$ cat config.mk
export PLATFORM = sky130hd
export DESIGN_NAME = sorted_priority_queue
export DESIGN_NICKNAME = d
export VERILOG_FILES = /design/src/design/spq_pkg.sv /design/src/design/sorted_priority_queue.sv /design/src/design/spq_cell.sv
export SDC_FILE = /design/constraint.sdc
export NUM_CORES = 2
export LEC_CHECK = 0
export ABC_AREA = 1
export CAP_MARGIN = 20
export CORE_ASPECT_RATIO = 1.1
export CORE_MARGIN = 4
export CORE_UTILIZATION = 39
export DETAILED_ROUTE_END_ITERATION = 6
export DONT_BUFFER_PORTS = 1
export REMOVE_ABC_BUFFERS = 1
export SLEW_MARGIN = 20
export SYNTH_ARGS = -nofsm -noshare
export SYNTH_HDL_FRONTEND = slang
export SYNTH_SLANG_ARGS = --single-unit
$ cat constraint.sdc
create_clock -name clk -period 4 [get_ports clk]
set_clock_uncertainty 0.15 [all_clocks]
set_input_delay 0.8 -clock clk [delete_from_list [all_inputs] [get_ports clk]]
set_output_delay 0.8 -clock clk [all_outputs]
set_load 0.05 [all_outputs]
$ cat src/design/spq_pkg.sv
// Shared types and constants for the sorted priority queue.
// Used by spq_cell and sorted_priority_queue; depends on nothing else.
`timescale 1ns / 1ps

package spq_pkg;

  localparam int CAPACITY = 16;
  localparam int COUNT_W  = $clog2(CAPACITY + 1);

  localparam logic OP_ENQUEUE = 1'b0;
  localparam logic OP_DEQUEUE = 1'b1;

  typedef enum logic [1:0] {
    ST_ENQUEUED = 2'd0,
    ST_DEQUEUED = 2'd1,
    ST_EMPTY    = 2'd2,
    ST_FULL     = 2'd3
  } spq_status_t;

  typedef struct packed {
    logic signed [31:0] key;
    logic signed [15:0] prio;
  } spq_entry_t;

  // Broadcast to every cell in the row.
  typedef struct packed {
    logic       enq;
    logic       deq;
    spq_entry_t entry;
  } spq_cmd_t;

endpackage

$ cat src/design/sorted_priority_queue.sv
// Top level of the sorted priority queue: a row of spq_cell instances plus
// fill count and result register. Depends on spq_pkg and spq_cell.
`timescale 1ns / 1ps
//
//  Channel | Signals                                        | Direction
//  --------+------------------------------------------------+----------
//  request | req_valid, req_stall, opcode, entry_key,       | in
//          | entry_priority                                 |
//  result  | rsp_valid, rsp_stall, status, out_key,         | out
//          | out_priority                                   |
//
//  One operation is taken every cycle while not stalled; its result appears
//  in the result register on the cycle after the transfer. Every cell compares
//  its own priority with the newcomer at once, so an insert or removal is one
//  shift. Reset clears the fill count and the result valid; cell contents are
//  not cleared, since no cell at or above the fill count is ever read.
//  req_stall is high only while a result is held and the result side stalls.

module sorted_priority_queue (
  input  logic                 clk,
  input  logic                 rst,
  input  logic                 req_valid,
  output logic                 req_stall,
  input  logic                 opcode,
  input  logic signed [31:0]   entry_key,
  input  logic signed [15:0]   entry_priority,
  output logic                 rsp_valid,
  input  logic                 rsp_stall,
  output spq_pkg::spq_status_t status,
  output logic signed [31:0]   out_key,
  output logic signed [15:0]   out_priority
);
  import spq_pkg::*;

  logic [COUNT_W-1:0] count;
  logic               accept;
  logic               is_full;
  logic               is_empty;
  logic               enq_ok;
  logic               deq_ok;
  spq_cmd_t           cmd;

  spq_entry_t         cell_entry [CAPACITY];
  logic               cell_keep  [CAPACITY];
  logic               cell_occ   [CAPACITY];

  // A new request is taken whenever the result register is free or emptying.
  assign req_stall = rsp_valid && rsp_stall;
  assign accept    = req_valid && !req_stall;

  assign is_full  = (count == COUNT_W'(CAPACITY));
  assign is_empty = (count == '0);
  assign enq_ok   = accept && (opcode == OP_ENQUEUE) && !is_full;
  assign deq_ok   = accept && (opcode == OP_DEQUEUE) && !is_empty;

  assign cmd.enq        = enq_ok;
  assign cmd.deq        = deq_ok;
  assign cmd.entry.key  = entry_key;
  assign cmd.entry.prio = entry_priority;

  // The row: cell 0 is the front. Entries move right on insert, left on removal.
  for (genvar i = 0; i < CAPACITY; i++) begin : g_cell
    spq_entry_t left_entry;
    logic       left_keep;
    spq_entry_t right_entry;

    assign cell_occ[i] = (count > COUNT_W'(i));

    if (i == 0) begin : g_front
      // Nothing ahead of the front cell, so it behaves as if its left
      // neighbour always outranks the newcomer.
      assign left_entry = cmd.entry;
      assign left_keep  = 1'b1;
    end else begin : g_inner
      assign left_entry = cell_entry[i-1];
      assign left_keep  = cell_keep[i-1];
    end

    if (i == CAPACITY - 1) begin : g_back
      assign right_entry = '0;
    end else begin : g_mid
      assign right_entry = cell_entry[i+1];
    end

    spq_cell u_cell (
      .clk         (clk),
      .cmd         (cmd),
      .occupied    (cell_occ[i]),
      .left_entry  (left_entry),
      .left_keep   (left_keep),
      .right_entry (right_entry),
      .entry       (cell_entry[i]),
      .keep        (cell_keep[i])
    );
  end

  // Fill count.
  always_ff @(posedge clk) begin
    if (rst) begin
      count <= '0;
    end else if (enq_ok) begin
      count <= count + COUNT_W'(1);
    end else if (deq_ok) begin
      count <= count - COUNT_W'(1);
    end
  end

  // Result register. The valid flag is control state; the payload is not reset.
  always_ff @(posedge clk) begin
    if (rst) begin
      rsp_valid <= 1'b0;
    end else if (accept) begin
      rsp_valid <= 1'b1;
    end else if (!rsp_stall) begin
      rsp_valid <= 1'b0;
    end
  end

  always_ff @(posedge clk) begin
    if (accept) begin
      unique case (opcode)
        OP_ENQUEUE: begin
          status       <= is_full ? ST_FULL : ST_ENQUEUED;
          out_key      <= '0;
          out_priority <= '0;
        end
        OP_DEQUEUE: begin
          if (is_empty) begin
            status       <= ST_EMPTY;
            out_key      <= '0;
            out_priority <= '0;
          end else begin
            status       <= ST_DEQUEUED;
            out_key      <= cell_entry[0].key;
            out_priority <= cell_entry[0].prio;
          end
        end
      endcase
    end
  end

  // The fill count never passes the number of cells.
  a_count_bound: assert property (@(posedge clk) disable iff (rst)
    count <= COUNT_W'(CAPACITY))
    else $error("fill count above capacity");

  // A transfer into a full queue is rejected and leaves the count unchanged.
  a_full_reject: assert property (@(posedge clk) disable iff (rst)
    accept && (opcode == OP_ENQUEUE) && is_full
    |=> rsp_valid && (status == ST_FULL) && (count == $past(count)))
    else $error("enqueue into full queue not rejected");

  // A removal returns what the front cell held.
  a_deq_front: assert property (@(posedge clk) disable iff (rst)
    deq_ok |=> (status == ST_DEQUEUED) && (out_key == $past(cell_entry[0].key))
      && (out_priority == $past(cell_entry[0].prio)))
    else $error("dequeued entry differs from front cell");

  // An accepted insert grows the count by one.
  a_enq_count: assert property (@(posedge clk) disable iff (rst)
    enq_ok |=> count == $past(count) + COUNT_W'(1))
    else $error("count not advanced on enqueue");

endmodule

$ cat src/design/spq_cell.sv
// One storage cell of the sorted row: holds one entry and shifts with its neighbours.
// Depends on spq_pkg for the entry and command types.
`timescale 1ns / 1ps

module spq_cell (
  input  logic                clk,
  input  spq_pkg::spq_cmd_t   cmd,
  input  logic                occupied,
  input  spq_pkg::spq_entry_t left_entry,
  input  logic                left_keep,
  input  spq_pkg::spq_entry_t right_entry,
  output spq_pkg::spq_entry_t entry,
  output logic                keep
);
  import spq_pkg::*;

  // The entry stays where it is if it outranks the newcomer strictly.
  assign keep = occupied && (entry.prio > cmd.entry.prio);

  always_ff @(posedge clk) begin
    if (cmd.enq) begin
      priority if (keep) begin
        entry <= entry;
      end else if (left_keep) begin
        entry <= cmd.entry;
      end else begin
        entry <= left_entry;
      end
    end else if (cmd.deq) begin
      entry <= right_entry;
    end
  end

endmodule
==> results.yml <==
sta:
  hold_violations: 0
  finalSetupViolCount: 0
  min_period_ns: 3.332
  setup_slack_ns: 0.6682
  slew_violations: 0
  max_freq_mhz: 300.1
  fin_crit_sh_pct: 83.29
  fin_setup_tns_ns: 0
  max-slew-margin-rel_pct: 34.19
  rsz0062_at_grt: "no"
  tightestPinTransition_ns: 0.9871
global_routing:
  grt_max_degree: 198
  grt_pass1_vias: 36640
  track_usage_pct: 18.21
  antenna_found_initial: 1
  grt_pass1_wl_um: 199500
  gr-total-overflow: 0
worst_setup_path:
  cp_slowest_cell: "inv_1"
  crit_fanout: 35
  crit_top_cell: "nand2_1"
  worstSetupEndpointType: "flip-flop"
  required_ns: 4.28
  rr_startpoint: "count[0]"
  crit_type: "input pin to flip-flop"
  critical-path-max-stage-delay_ns: 0.60
  rr_worst_depth: 10
  rrSetupSlack_ns: 0.86
  r2r_end: "g_cell[2].u_cell.entry[10]"
  cp_cell_sequence: "inv_1, ha_1, a21oi_1, o21ai_0, nand2_1, nand4_1, nand3_2, nand2_2, buf_4, nand2_1, nand2_1, nand2_1"
  critPathTopFamily: "buffers and inverters"
  path_buf_inv: 2
  startpoint_type: "input pin"
  arrival_ns: 3.61
yosys:
  synth-seq-area-share_pct: 49.85
  syn-mean-instance-area_um2: 7.523
  synth_warnings: 0
  netlist-cell-type-count: 35
  synth-seq-cells: 824
  postSynthCellCount: 6582
  synth_area_mm2: 0.04951
die:
  start_util_pct: 39.43
  die-area_mm2: 0.1327
  num_rows: 136
  io_pins: 105
  dieWidth_um: 347.7
  fp.dieH_um: 381.7
  coreArea_mm2: 0.1256
route:
  avgRoutedWirePerCell_um: 14.83
  ant_nets: 0
  wl_um: 121700
  drt-initial-drc-count: 2863
  drc: 0
  viasPerCell: 4.633
  dr.pass1.iters: 6
  vias: 38000
layout:
  nets: 6789
  stdcell_count: 8203
  drive_gt1_share_pct: 4.110
  syn2layout_area_growth_pct: 9.501
  final_common_cell: "nand2_1"
  post-route-util_pct: 43.18
  final_cell_mix: "nand2_1, inv_1, edfxtp_1, ha_1, nor2_1"
clock_tree:
  path_clk_slew_ns: 0.06
  cts_buffer_depth: 3
  root_buffer: "clkbuf_16"
  post_cts_resized: 0
  cts_buffers: 90
  clk-insertion-delay-late_ns: 0.67
  clock-sinks: 824
  postCtsSetupBuffers: 0
  cts_tree: "built"
  postCtsHoldBufs: 1
  h-tree-depth: 3
power:
  max-vdd-ir-drop_uv: 325.9
  leakage_nw: 30.72
  power_density_mw_per_mm2: 495.6
place:
  pre_cts_ws_ns: 0.02083
  port_buffers: 0
  dp_hpwl_um: 88060
  dp.cells: 8038
  place_congestion: 0.8389
min_path:
  min_path_cells: 2
  hold_path.startpoint: "rsp_stall"
  holdCritPathClass: "input pin to flip-flop"
  hold_end: "rsp_valid"
job:
  drv_cap: 0
status:
  status: "completed"
## state kept, by name, indices dropped and copies added, names as in the netlist
name,count
out_key,32
out_priority,16
g_cell.u_cell.entry,768
rsp_valid,1
status,2
count,5
## where the power goes
group	internal [W]	switching, W	leakage (nW)
Combinational	0.00198	0.00409	21.4
Sequential	0.0114	0.000875	7.84
Clock	0.00498	0.00358	1.44
## worst max-delay path by stage
| stage | startpoint | endpoint | slack, ns | depth (start not counted) |
|---|---|---|---|---|
| global route | entry_priority[5] | g_cell[1].u_cell.entry[36] | 0.49 | 12 |
| global placement | entry_priority[5] | g_cell[1].u_cell.entry[41] | 0.12 | 12 |
| detailed placement | entry_priority[5] | g_cell[1].u_cell.entry[29] | 0.02 | 12 |
| CTS | entry_priority[5] | g_cell[1].u_cell.entry[46] | 0.74 | 12 |
| finish | entry_priority[5] | g_cell[1].u_cell.entry[46] | 0.67 | 12 |
| floorplan | rsp_stall | g_cell[0].u_cell.entry[0] | -19.14 | 7 |
## per-stage QoR
stage | total power, W | cell area [um^2] | hold slack (ns)
2_1_floorplan | 0.01697 | 48020 | 0.3444
3_3_place_gp | 0.01831 | 51230 | 0.3457
3_5_place_dp | 0.01848 | 51230 | 0.3513
4_1_cts | 0.02715 | 54210 | 0.1260
5_1_grt | 0.02864 | 54220 | 0.1694
6_report | 0.02687 | 54220 | 0.1821
## kinds of logic after synthesis
family | Yosys count | synth area share (%)
and+or+nand+nor | 4099 | 31.45
AOI/OAI and AO/OA | 245 | 2.595
DFF | 824 | 49.85
adders and majority gates | 261 | 6.595
buffers and inverters | 1153 | 9.509
## Yosys cell counts, drive strengths merged
master,number,area share (%)
nand2,3785,29
inv,854,6.5
edfxtp,818,50
ha,261,6.6
nor2,232,1.8
buf,178,2.1
a21oi,123,1.3
clkbuf,120,0.91
o21ai,97,0.98
nand3,51,0.61
nand4,26,0.33
a31oi,8,0.10
dfxtp,6,0.24
a21o,3,0.045
o211ai,3,0.045
o21a,3,0.045
a22oi,2,0.030
nor3,2,0.020
o21bai,2,0.030
or2,2,0.025
a211oi,1,0.015
a21boi,1,0.015
and3,1,0.013
clkinv,1,0.0076
o211a,1,0.020
o31ai,1,0.015
## routing by layer
metal  wire length, um  vias to the layer above  GRT usage [%]
met5                 0                        -              0
li1                  -                    20010              -
met2             51780                      898          28.01
met1             60180                    16960          26.93
met3              7150                      131          2.522
met4              2560                        0          4.937
## final cells by class
cell class / instances / area [um^2]
inverter: 855 / 3214
clock inverter: 54 / 608.1
tap: 1656 / 2072
sequential: 824 / 24680
fill: 12680 / 71360
clock buffer: 108 / 2362
multi-input combinational: 4605 / 20200
antenna: 2 / 5.005
timing repair buffer: 99 / 1071
Power figures use the tool's default switching activity.
